===== config.mk =====
export PLATFORM = sky130hd
export DESIGN_NAME = bezier_perimeter_estimator
export DESIGN_NICKNAME = d
export VERILOG_FILES = /design/src/rtl/bpe_pkg.sv /design/src/rtl/bpe_front.sv /design/src/rtl/bpe_queue.sv /design/src/rtl/bpe_back.sv /design/src/rtl/bezier_perimeter_estimator.sv
export SDC_FILE = /design/constraint.sdc
export NUM_CORES = 2
export LEC_CHECK = 0
export BUFFER_PORTS_ARGS = -buffer_cell sky130_fd_sc_hd__buf_2
export CORE_AREA = 2 2 496 498
export DETAILED_ROUTE_END_ITERATION = 8
export DIE_AREA = 0 0 498 500
export GPL_TIMING_DRIVEN = 0
export PLACE_DENSITY_LB_ADDON = 0.05
export SYNTH_ARGS = -nofsm -noshare
export SYNTH_HDL_FRONTEND = slang
export SYNTH_SLANG_ARGS = --single-unit

===== constraint.sdc =====
create_clock -name clk -period 20.6 [get_ports clk]
set_input_delay 2.06 -clock clk [delete_from_list [all_inputs] [get_ports clk]]
set_output_delay 2.06 -clock clk [all_outputs]
set_load 0.1 [all_outputs]

===== src/rtl/bpe_pkg.sv =====
// shared types and constants of the bezier perimeter estimator
// no dependencies
package bpe_pkg;

  localparam int SEG_W = 26;
  localparam int TOT_W = 40;
  localparam logic [SEG_W-1:0] SEG_MAX = '1;
  localparam logic [TOT_W-1:0] TOT_MAX = '1;

  typedef enum logic [1:0] {
    KIND_LINE    = 2'd0,
    KIND_QUAD    = 2'd1,
    KIND_CUBIC   = 2'd2,
    KIND_UNKNOWN = 2'd3
  } kind_t;

  typedef enum logic [2:0] {
    BK_IDLE,
    BK_DIFF,
    BK_SQUARE,
    BK_SUM,
    BK_ROOT,
    BK_ACC,
    BK_DONE
  } back_state_t;

  // decoded segment: which legs to measure and how to combine them
  typedef struct packed {
    logic       first;
    logic       halve;
    logic [2:0] n_legs;
    logic [1:0] n_net;
    logic [1:0] chord_end;
  } seg_ctrl_t;

endpackage


===== src/rtl/bpe_front.sv =====
// front stage: accepts a segment word, decodes its kind into a leg plan
// depends on bpe_pkg
module bpe_front #(
  parameter int COORD_BITS = 24
) (
  input  logic                    clk,
  input  logic                    rst,
  input  logic                    in_valid,
  output logic                    in_ready,
  input  logic                    first_of_shape,
  input  logic [1:0]              curve_kind,
  input  logic [8*COORD_BITS-1:0] pts_in,
  output logic                    push,
  input  logic                    q_ready,
  output bpe_pkg::seg_ctrl_t      ctrl,
  output logic [8*COORD_BITS-1:0] pts
);
  import bpe_pkg::*;

  logic      full;
  seg_ctrl_t dec;

  always_comb begin
    dec = '0;
    dec.first = first_of_shape;
    unique case (kind_t'(curve_kind))
      KIND_LINE: begin
        dec.n_legs = 3'd1;
        dec.n_net  = 2'd1;
      end
      KIND_QUAD: begin
        dec.halve     = 1'b1;
        dec.n_legs    = 3'd3;
        dec.n_net     = 2'd2;
        dec.chord_end = 2'd2;
      end
      KIND_CUBIC: begin
        dec.halve     = 1'b1;
        dec.n_legs    = 3'd4;
        dec.n_net     = 2'd3;
        dec.chord_end = 2'd3;
      end
      default: dec.n_legs = 3'd0;
    endcase
  end

  assign push     = full;
  assign in_ready = !full || q_ready;

  always_ff @(posedge clk) begin
    if (rst) begin
      full <= 1'b0;
    end else if (in_valid && in_ready) begin
      full <= 1'b1;
    end else if (q_ready) begin
      full <= 1'b0;
    end
  end

  always_ff @(posedge clk) begin
    if (in_valid && in_ready) begin
      ctrl <= dec;
      pts  <= pts_in;
    end
  end

endmodule


===== src/rtl/bpe_queue.sv =====
// two-entry queue of decoded segments between front and back
// depends on bpe_pkg
module bpe_queue #(
  parameter int COORD_BITS = 24
) (
  input  logic                    clk,
  input  logic                    rst,
  input  logic                    push,
  output logic                    push_ready,
  input  bpe_pkg::seg_ctrl_t      push_ctrl,
  input  logic [8*COORD_BITS-1:0] push_pts,
  output logic                    pop_valid,
  input  logic                    pop,
  output bpe_pkg::seg_ctrl_t      pop_ctrl,
  output logic [8*COORD_BITS-1:0] pop_pts
);
  import bpe_pkg::*;

  seg_ctrl_t               ctrl_mem [2];
  logic [8*COORD_BITS-1:0] pts_mem  [2];
  logic                    wr_ptr, rd_ptr;
  logic [1:0]              count;
  logic                    do_push, do_pop;

  assign push_ready = (count != 2'd2);
  assign pop_valid  = (count != 2'd0);
  assign do_push    = push && push_ready;
  assign do_pop     = pop && pop_valid;
  assign pop_ctrl   = ctrl_mem[rd_ptr];
  assign pop_pts    = pts_mem[rd_ptr];

  always_ff @(posedge clk) begin
    if (rst) begin
      wr_ptr <= 1'b0;
      rd_ptr <= 1'b0;
      count  <= 2'd0;
    end else begin
      if (do_push) wr_ptr <= !wr_ptr;
      if (do_pop)  rd_ptr <= !rd_ptr;
      count <= count + {1'b0, do_push} - {1'b0, do_pop};
    end
  end

  always_ff @(posedge clk) begin
    if (do_push) begin
      ctrl_mem[wr_ptr] <= push_ctrl;
      pts_mem[wr_ptr]  <= push_pts;
    end
  end

endmodule


===== src/rtl/bpe_back.sv =====
// back end: per leg difference, squares, bit-serial square root, then
// the segment estimate, running total and output register; uses bpe_pkg
module bpe_back #(
  parameter int COORD_BITS = 24
) (
  input  logic                     clk,
  input  logic                     rst,
  input  logic                     q_valid,
  output logic                     pop,
  input  bpe_pkg::seg_ctrl_t       q_ctrl,
  input  logic [8*COORD_BITS-1:0]  q_pts,
  output logic                     out_valid,
  input  logic                     out_ready,
  output logic [bpe_pkg::SEG_W-1:0] segment_length,
  output logic [bpe_pkg::TOT_W-1:0] total_length,
  output logic                     total_saturated
);
  import bpe_pkg::*;

  localparam int CB    = COORD_BITS;
  localparam int FS_W  = 2 * CB + 1;
  localparam int SQ_W  = (FS_W > 64) ? 64 : FS_W;
  localparam int RT_W  = (SQ_W + 1) / 2;
  localparam int OP_W  = 2 * RT_W;
  localparam int ACC_W = RT_W + 2;
  localparam int CNT_W = $clog2(RT_W + 1);

  back_state_t state, state_next;
  seg_ctrl_t   ctrl;
  logic [8*CB-1:0] pts;
  logic [1:0]  leg;
  logic [CB-1:0] dx, dy;
  logic [2*CB-1:0] sqx, sqy;
  logic [OP_W-1:0] op;
  logic [RT_W+1:0] rem;
  logic [RT_W-1:0] root;
  logic [CNT_W-1:0] cnt;
  logic [ACC_W-1:0] acc;
  logic [TOT_W-1:0] total;

  // strobes from the output decode
  logic ld_item, ld_diff, ld_sq, ld_sum, ld_root, ld_acc, ld_out;

  logic signed [CB-1:0] px [4];
  logic signed [CB-1:0] py [4];
  logic [1:0]  ia, ib;
  logic signed [CB:0] ddx, ddy, mx, my;
  logic [FS_W-1:0] sum_full;
  logic [SQ_W-1:0] sq;
  logic [RT_W+1:0] rsh, trial;
  logic last_leg, out_free;
  logic [ACC_W-1:0] segr;
  logic [63:0] segw;
  logic [SEG_W-1:0] seg;
  logic [TOT_W-1:0] base, room, tot_next;

  for (genvar i = 0; i < 4; i++) begin : g_unpack
    assign px[i] = q_pts_sel(2 * i);
    assign py[i] = q_pts_sel(2 * i + 1);
  end

  function automatic logic [CB-1:0] q_pts_sel(input int k);
    q_pts_sel = pts[k*CB +: CB];
  endfunction

  // leg endpoints: net legs first, chord last
  always_comb begin
    if ({1'b0, leg} < {1'b0, ctrl.n_net}) begin
      ia = leg + 2'd1;
      ib = leg;
    end else begin
      ia = ctrl.chord_end;
      ib = 2'd0;
    end
  end

  assign ddx = {px[ia][CB-1], px[ia]} - {px[ib][CB-1], px[ib]};
  assign ddy = {py[ia][CB-1], py[ia]} - {py[ib][CB-1], py[ib]};
  assign mx  = ddx[CB] ? -ddx : ddx;
  assign my  = ddy[CB] ? -ddy : ddy;

  assign sum_full = {1'b0, sqx} + {1'b0, sqy};
  if (FS_W > 64) begin : g_sat
    assign sq = (|sum_full[FS_W-1:64]) ? '1 : sum_full[63:0];
  end else begin : g_nosat
    assign sq = sum_full;
  end

  // one root bit per cycle, restoring
  assign rsh   = {rem[RT_W-1:0], op[OP_W-1 -: 2]};
  assign trial = {root, 2'b01};

  assign last_leg = ({1'b0, leg} + 3'd1) == ctrl.n_legs;
  assign out_free = !out_valid || out_ready;

  assign segr = ctrl.halve ? (acc >> 1) : acc;
  assign segw = 64'(segr);
  assign seg  = (segw > 64'(SEG_MAX)) ? SEG_MAX : segw[SEG_W-1:0];
  assign base = ctrl.first ? '0 : total;
  assign room = TOT_MAX - base;
  assign tot_next = ({{(TOT_W-SEG_W){1'b0}}, seg} >= room) ? TOT_MAX
                  : base + {{(TOT_W-SEG_W){1'b0}}, seg};

  always_comb begin
    state_next = state;
    unique case (state)
      BK_IDLE:   if (q_valid) state_next = (q_ctrl.n_legs == 3'd0) ? BK_DONE : BK_DIFF;
      BK_DIFF:   state_next = BK_SQUARE;
      BK_SQUARE: state_next = BK_SUM;
      BK_SUM:    state_next = BK_ROOT;
      BK_ROOT:   if (cnt == CNT_W'(RT_W - 1)) state_next = BK_ACC;
      BK_ACC:    state_next = last_leg ? BK_DONE : BK_DIFF;
      BK_DONE:   if (out_free) state_next = BK_IDLE;
      default:   state_next = BK_IDLE;
    endcase
  end

  always_comb begin
    ld_item = 1'b0;
    ld_diff = 1'b0;
    ld_sq   = 1'b0;
    ld_sum  = 1'b0;
    ld_root = 1'b0;
    ld_acc  = 1'b0;
    ld_out  = 1'b0;
    unique case (state)
      BK_IDLE:   ld_item = q_valid;
      BK_DIFF:   ld_diff = 1'b1;
      BK_SQUARE: ld_sq   = 1'b1;
      BK_SUM:    ld_sum  = 1'b1;
      BK_ROOT:   ld_root = 1'b1;
      BK_ACC:    ld_acc  = 1'b1;
      BK_DONE:   ld_out  = out_free;
      default:   ld_item = 1'b0;
    endcase
  end

  assign pop = ld_item;

  always_ff @(posedge clk) begin
    if (rst) begin
      state     <= BK_IDLE;
      out_valid <= 1'b0;
      total     <= '0;
    end else begin
      state <= state_next;
      if (ld_out) begin
        out_valid <= 1'b1;
        total     <= tot_next;
      end else if (out_ready) begin
        out_valid <= 1'b0;
      end
    end
  end

  always_ff @(posedge clk) begin
    if (ld_item) begin
      ctrl <= q_ctrl;
      pts  <= q_pts;
      leg  <= 2'd0;
      acc  <= '0;
    end
    if (ld_diff) begin
      dx <= mx[CB-1:0];
      dy <= my[CB-1:0];
    end
    if (ld_sq) begin
      sqx <= dx * dx;
      sqy <= dy * dy;
    end
    if (ld_sum) begin
      op   <= OP_W'(sq);
      rem  <= '0;
      root <= '0;
      cnt  <= '0;
    end
    if (ld_root) begin
      op  <= op << 2;
      cnt <= cnt + CNT_W'(1);
      if (rsh >= trial) begin
        rem  <= rsh - trial;
        root <= {root[RT_W-2:0], 1'b1};
      end else begin
        rem  <= rsh;
        root <= {root[RT_W-2:0], 1'b0};
      end
    end
    if (ld_acc) begin
      acc <= acc + ACC_W'(root);
      leg <= leg + 2'd1;
    end
    if (ld_out) begin
      segment_length  <= seg;
      total_length    <= tot_next;
      total_saturated <= (tot_next == TOT_MAX);
    end
  end

endmodule


===== src/rtl/bezier_perimeter_estimator.sv =====
// top level of the bezier perimeter estimator
// depends on bpe_pkg, bpe_front, bpe_queue, bpe_back
//
//  channel | handshake           | word
//  --------+---------------------+------------------------------------------
//  in      | in_valid, in_ready  | first_of_shape, curve_kind, 4 points
//  out     | out_valid, out_ready| segment_length, total_length, saturated
//
// each leg runs difference, square, sum, the root over R bits, then accumulate,
// R = root bits (25 at 24-bit coordinates), set by the single bit-serial square
// root unit shared by all legs; a line has one leg, a quadratic three, a cubic
// four; unknown kinds have no legs; front and queue hide the input acceptance
// reset clears the running total, the queue and both valid flags
// a stalled output only holds the back end once its next word is finished
module bezier_perimeter_estimator #(
  parameter int COORD_BITS = 24
) (
  input  logic                         clk,
  input  logic                         rst,
  input  logic                         in_valid,
  output logic                         in_ready,
  input  logic                         first_of_shape,
  input  logic [1:0]                   curve_kind,
  input  logic signed [COORD_BITS-1:0] start_x,
  input  logic signed [COORD_BITS-1:0] start_y,
  input  logic signed [COORD_BITS-1:0] pt1_x,
  input  logic signed [COORD_BITS-1:0] pt1_y,
  input  logic signed [COORD_BITS-1:0] pt2_x,
  input  logic signed [COORD_BITS-1:0] pt2_y,
  input  logic signed [COORD_BITS-1:0] pt3_x,
  input  logic signed [COORD_BITS-1:0] pt3_y,
  output logic                         out_valid,
  input  logic                         out_ready,
  output logic [bpe_pkg::SEG_W-1:0]    segment_length,
  output logic [bpe_pkg::TOT_W-1:0]    total_length,
  output logic                         total_saturated
);
  import bpe_pkg::*;

  // points packed low to high: p0 x, p0 y, p1 x, ... p3 y
  logic [8*COORD_BITS-1:0] pts_in, f_pts, q_pts;
  seg_ctrl_t               f_ctrl, q_ctrl;
  logic                    f_push, q_ready, q_valid, b_pop;

  assign pts_in = {pt3_y, pt3_x, pt2_y, pt2_x, pt1_y, pt1_x, start_y, start_x};

  // accepts and decodes
  bpe_front #(.COORD_BITS(COORD_BITS)) u_front (
    .clk, .rst, .in_valid, .in_ready, .first_of_shape, .curve_kind,
    .pts_in, .push(f_push), .q_ready, .ctrl(f_ctrl), .pts(f_pts)
  );

  // lets front keep taking words while the back end is busy
  bpe_queue #(.COORD_BITS(COORD_BITS)) u_queue (
    .clk, .rst, .push(f_push), .push_ready(q_ready), .push_ctrl(f_ctrl),
    .push_pts(f_pts), .pop_valid(q_valid), .pop(b_pop), .pop_ctrl(q_ctrl),
    .pop_pts(q_pts)
  );

  // distances, estimate and running total
  bpe_back #(.COORD_BITS(COORD_BITS)) u_back (
    .clk, .rst, .q_valid, .pop(b_pop), .q_ctrl, .q_pts, .out_valid,
    .out_ready, .segment_length, .total_length, .total_saturated
  );

endmodule


After elaboration in Yosys (flattened, before gate mapping) --
Memory sizes are Yosys's and may differ from the RTL's. A register that Yosys moved wholly into a read port is not among the register bits. Cells that the tools add are included. Widths: inputs -> output; s select.
Cells by class: add/subtract/negate cells 14, multiply operators 2, $lt $le $gt $ge 6, equality and inequality tests 15, multiplexer cells 59, bitwise gates (word level) 2, reduce and logical (&&, ||, !) cells 19
Operators by type and width (count):
- $mux 24 | 10
- $bmux 24 s2 | 4
- $mux 25 | 5
- $mux 50 | 2
- $mul 24x24->48 | 2
- $mux 27 | 3
- $mux 40 | 2
- $sub 24x24->25 | 2
- $add 48x48->49 | 1
- $neg 24->24 | 2
- $add 40x26->40 | 1
- $eq 40x40->1 const B | 1
- $ge 26x40->1 | 1
- $sub 40x40->40 const A | 1
- $add 27x25->27 | 1
- $ge 27x27->1 | 1
- $gt 27x26->1 const B | 1
- $mux 26 | 1
- $sub 25x25->25 | 1
- $pmux 3 s7 | 1
- $mux 1 | 17
- $mux 3 | 5
- $mux 5 | 2
- $reduce_bool 2->1 | 5
- 28 further kinds | 45
Storage, ports and cells: register bits 604, memory bits (writable) 402, output and inout bits 69, word-level logic and storage cells 151, memories 2
Memories:
- u_queue.pts_mem | words 2, width 192, read ports 1, clocked after Yosys merged registers in 1, write ports 1, line bpe_queue.sv:20 | logic [8*COORD_BITS-1:0] pts_mem [2];
- u_queue.ctrl_mem | words 2, width 9, read ports 1, clocked after Yosys merged registers in 1, write ports 1, line bpe_queue.sv:19 | seg_ctrl_t ctrl_mem [2];

Depth between registers and ports, before layout --
word-level depth 9, depth in mapped cells 29

Hierarchy --
A second synthesis with hierarchy kept.
Second synthesis, totals: cell total of the unflattened synthesis 7444, area, all modules 85174.2 µm²
By module, submodules not included:
- bpe_back | instances 1, cells each 6578, area an instance 64261.6 µm²
- bpe_queue | instances 1, cells each 649, area an instance 14804.2 µm²
- bpe_front | instances 1, cells each 217, area an instance 6108.4 µm²

Least setup slack after synthesis --
OpenSTA, ideal clock, no wires.
path kind input -> register, from input port in_valid, to register u_front.ctrl[1] in the netlist's numbering, enable pin, setup time 0.875 ns, data arrival time 11.933 ns, slack 7.793 ns, cell stages on the path 2, path buffers 0, cell sequence inv_1 > a31oi_1
On the way: word-level cells in the longest chain between the ends 1
Ends and longest elaborated chain:
- start: declaration | line bezier_perimeter_estimator.sv:20 | input logic in_valid,
- $logic_and 1x1->1 | line bpe_front.sv:61 | if (in_valid && in_ready) begin
- end signal: assignment | line bpe_front.sv:62 | ctrl <= dec;
- end: declaration | line bpe_front.sv:15 | output bpe_pkg::seg_ctrl_t ctrl,
No other way between the ends. A chain may end at the register's enable or synchronous reset.

Final worst setup path --
from register u_back.dx[17], to register u_back.sqx[47], data pin
On the way: word-level cells in the longest chain between the ends 1
Ends and longest elaborated chain:
- start: declaration | line bpe_back.sv:32 | logic [CB-1:0] dx, dy;
- start signal: assignment | line bpe_back.sv:164 | dx <= mx[CB-1:0];
- $mul 24x24->48 | line bpe_back.sv:168 | sqx <= dx * dx;
- end signal: assignment | line bpe_back.sv:168
- end: declaration | line bpe_back.sv:33 | logic [2*CB-1:0] sqx, sqy;
No other way between the ends.

==> qor.txt <==
fin crit period - 10.24 ns
Syn Inst Count - 7480
Syn Std Cell Area - 84910 um^2
clock buffer depth - 3
dpl cells - 11010
antenna violations before repair - 8
NumNets Final - 9519
Die W - 498 um
Post-synth EDFFs - 1133
Worst Setup Path Type - flop to flop
fillers - 23730
DR iter-0 viols - 3468
share of cells above drive strength 1 - 0.09651
GR Util met2 - 0.3267
clk slew on worst S/H paths - 0.06 ns
post-detail-place hpwl - 195100 um
Final setup viols - 0
CP arrival - 10.71 ns
Setup crit end kind - flop
clock sink count - 1185
post-synth top area cell - edfxtp_1
Site Rows - 182
Post-CTS Setup Inserts - 0
number of global-route vias before repair - 58130
Worst Path Max Fanout - 10
die area - 249000 um^2
Avg Cell Area, Syn - 11.35 um^2
io pins - 268
Starting Density - 0.3475
IO buf count - 267
# hold bufs at CTS - 0
first-pass GRT wire length - 368800 um
post-synth top area share - 0.4007
Slew Viols, Final - 0
Critical Path RT - 21.07 ns
HP Class - flop to flop
ranking of synthesized cells by area - edfxtp_1 40%, fa_1 20%, ha_1 7.9%
number of distinct library cells after synthesis - 86
Vias - 54720
M3 GR Usage - 0.02343
DR WL/cell - 21.63 um
overall global routing resource usage - 0.1968
Layout Cells excl Fill - 11280
status - completed
gr busiest metal - met2
GR Overflow Total - 0
Final ANT Viol Nets - 0
Post-Route Utilization - 0.3926
skew final - 0.05416 ns
Layout area overhead - 12.97%
Clock Tree Root - clkbuf_16
setup TNS - 0 ns
H-tree depth - 4
post-cts sizing count - 0
slew margin rel. - 0.1496
Synth Warn # - 0
startpoint types - flop
Worst-Skew Late Latency - 0.83 ns
largest net degree at the start of global routing - 65
Vias/cell - 4.853
CTS tree - yes
worst slew pin tran - 1.276 ns
number of max-cap violations - 0
FFs w/ async S/R, synth - 0
max frequency - 0.09761 GHz
drt first pass iters - 6
Tcrit/Tclk final - 0.4973
Final Hold Vio Count - 0
cts bufs inserted - 142
Routed WL - 243900 um
post-synth net total - 9064
synthesis-stage register bit count - 1185
core footprint - 244300 um^2
Post-synth top flop - edfxtp_1
Routability Congestion - 0.8718
post-synthesis sequential area ratio - 0.4130
Die Y - 500 um
met1 Use GR - 0.2721
RSZ-0062 raised after global routing - no
# DRC - 0
flip-flops by register name, summed over array words and instances, names as in the netlist, 12 cells and up, named ones only:
name                   cells
u_back.sqx                47
u_queue.ctrl_mem          12
u_back.sqy                47
u_front.pts              192
u_back.op                 50
u_back.root               25
u_back.dx                 24
u_back.acc                27
u_back.total_length       40
u_back.dy                 24
u_queue.pts_mem          384
u_back.segment_length     26
u_back.total              40
u_back.rem                25
u_back.pts               192
logic make-up after synthesis:
| family | synth area share |
|---|---|
| multiplexers | 0.02925 |
| AO/OA/AOI/OAI | 0.08214 |
| AND/OR/NAND/NOR | 0.09850 |
| flip-flops | 0.4130 |
| buffers and inverters | 0.06807 |
| XOR/XNOR | 0.03002 |
| adder cells (fa/ha/maj) | 0.2791 |
through the flow:
stage / area (um^2) / hold slack (ns) / worst slack (ns)
2_1_floorplan: 84910 / 0.4215 / 7.793
4_1_cts: 95900 / 0.4406 / 10.25
3_5_place_dp: 91180 / 0.4299 / 10.29
6_report: 95920 / 0.4360 / 10.36
3_3_place_gp: 90270 / 0.4256 / 1.472
5_1_grt: 95910 / 0.4444 / 9.977
cells in the mapped netlist, types with 52 or more instances:
cell / number
mux2_2: 201
nand3_1: 76
a21o_1: 116
clkbuf_1: 234
ha_1: 537
nor3_1: 75
xor2_1: 117
fa_1: 848
dfxtp_1: 52
xnor2_1: 174
o21ai_0: 191
a211oi_1: 83
and2_1: 297
nand2_1: 741
edfxtp_1: 1133
a21oi_1: 304
inv_1: 1284
nor2b_1: 73
nor2_1: 352
a31oi_1: 67
a221oi_1: 56
cell type report:
class	instances	area [um^2]	share of cell area
tap	3220	4029	0.04200
multi-input combinational	4757	44130	0.4601
inverter	1286	4827	0.05033
clock buffer	180	3789	0.03950
sequential	1185	35060	0.3656
clock inverter	80	927.1	0.009666
timing repair buffer	311	2185	0.02278
buffer	252	955.9	0.009966
antenna	5	12.51	0.0001304
critical path, cell delays in order (launching register included):
cell and delay (ns):
edfxtp_1 0.59, clkbuf_1 0.68, clkbuf_1 0.76, nand2_1 0.25, fa_1 0.58, inv_1 0.06
fa_1 0.56, inv_1 0.06, fa_1 0.47, fa_1 0.57, inv_1 0.06, fa_1 0.49
fa_1 0.49, inv_1 0.05, fa_1 0.49, inv_1 0.05, ha_1 0.37, and3_1 0.20
nand2_1 0.09, a2111oi_0 0.70, o21ai_0 0.29, a21boi_0 0.53, a41o_1 0.41, a211o_1 0.23
a31o_2 0.17, a21oi_1 0.08, xnor2_1 0.62
routing by layer:
| metal | share of wire | vias up |
|---|---|---|
| met5 | 0 | - |
| met4 | 0.024 | 0 |
| met3 | 0.037 | 279 |
| met2 | 0.48 | 1117 |
| met1 | 0.46 | 27380 |
| li1 | - | 25940 |
placed cells by master, fill, tap and decap left out, types with 18 or more instances in the layout:
master     count
inv_1       1284
edfxtp_1    1133
fa_1         848
nand2_1      740
ha_1         537
nor2_1       351
a21oi_1      304
and2_1       297
buf_2        270
clkbuf_1     264
mux2_2       201
o21ai_0      191
xnor2_1      174
clkbuf_16    144
xor2_1       117
a21o_1       116
a211oi_1      83
nand3_1       76
nor3_1        74
nor2b_1       72
a31oi_1       66
a221oi_1      56
dfxtp_1       52
o21a_1        46
nand2b_1      41
and3_1        29
o21bai_1      29
nand4_1       25
clkinv_2      24
clkinv_1      23
or2_2         23
o211ai_1      22
mux2i_1       22
o31ai_1       18
buf_12        18
worst paths after layout:
path,slack [ns],depth (start not counted),endpoint,startpoint
hold reg to reg,0.44,0,u_queue.pts_mem[1][163],u_front.pts[163]
setup reg to reg,10.36,26,u_back.sqx[47],u_back.dx[17]
hold / removal,0.44,0,u_queue.pts_mem[1][163],u_front.pts[163]
setup / recovery,10.36,26,u_back.sqx[47],u_back.dx[17]
Power is left out: the tool's default activity adds up to more than one toggle a clock period on the data nets, which glitch-free logic cannot reach.
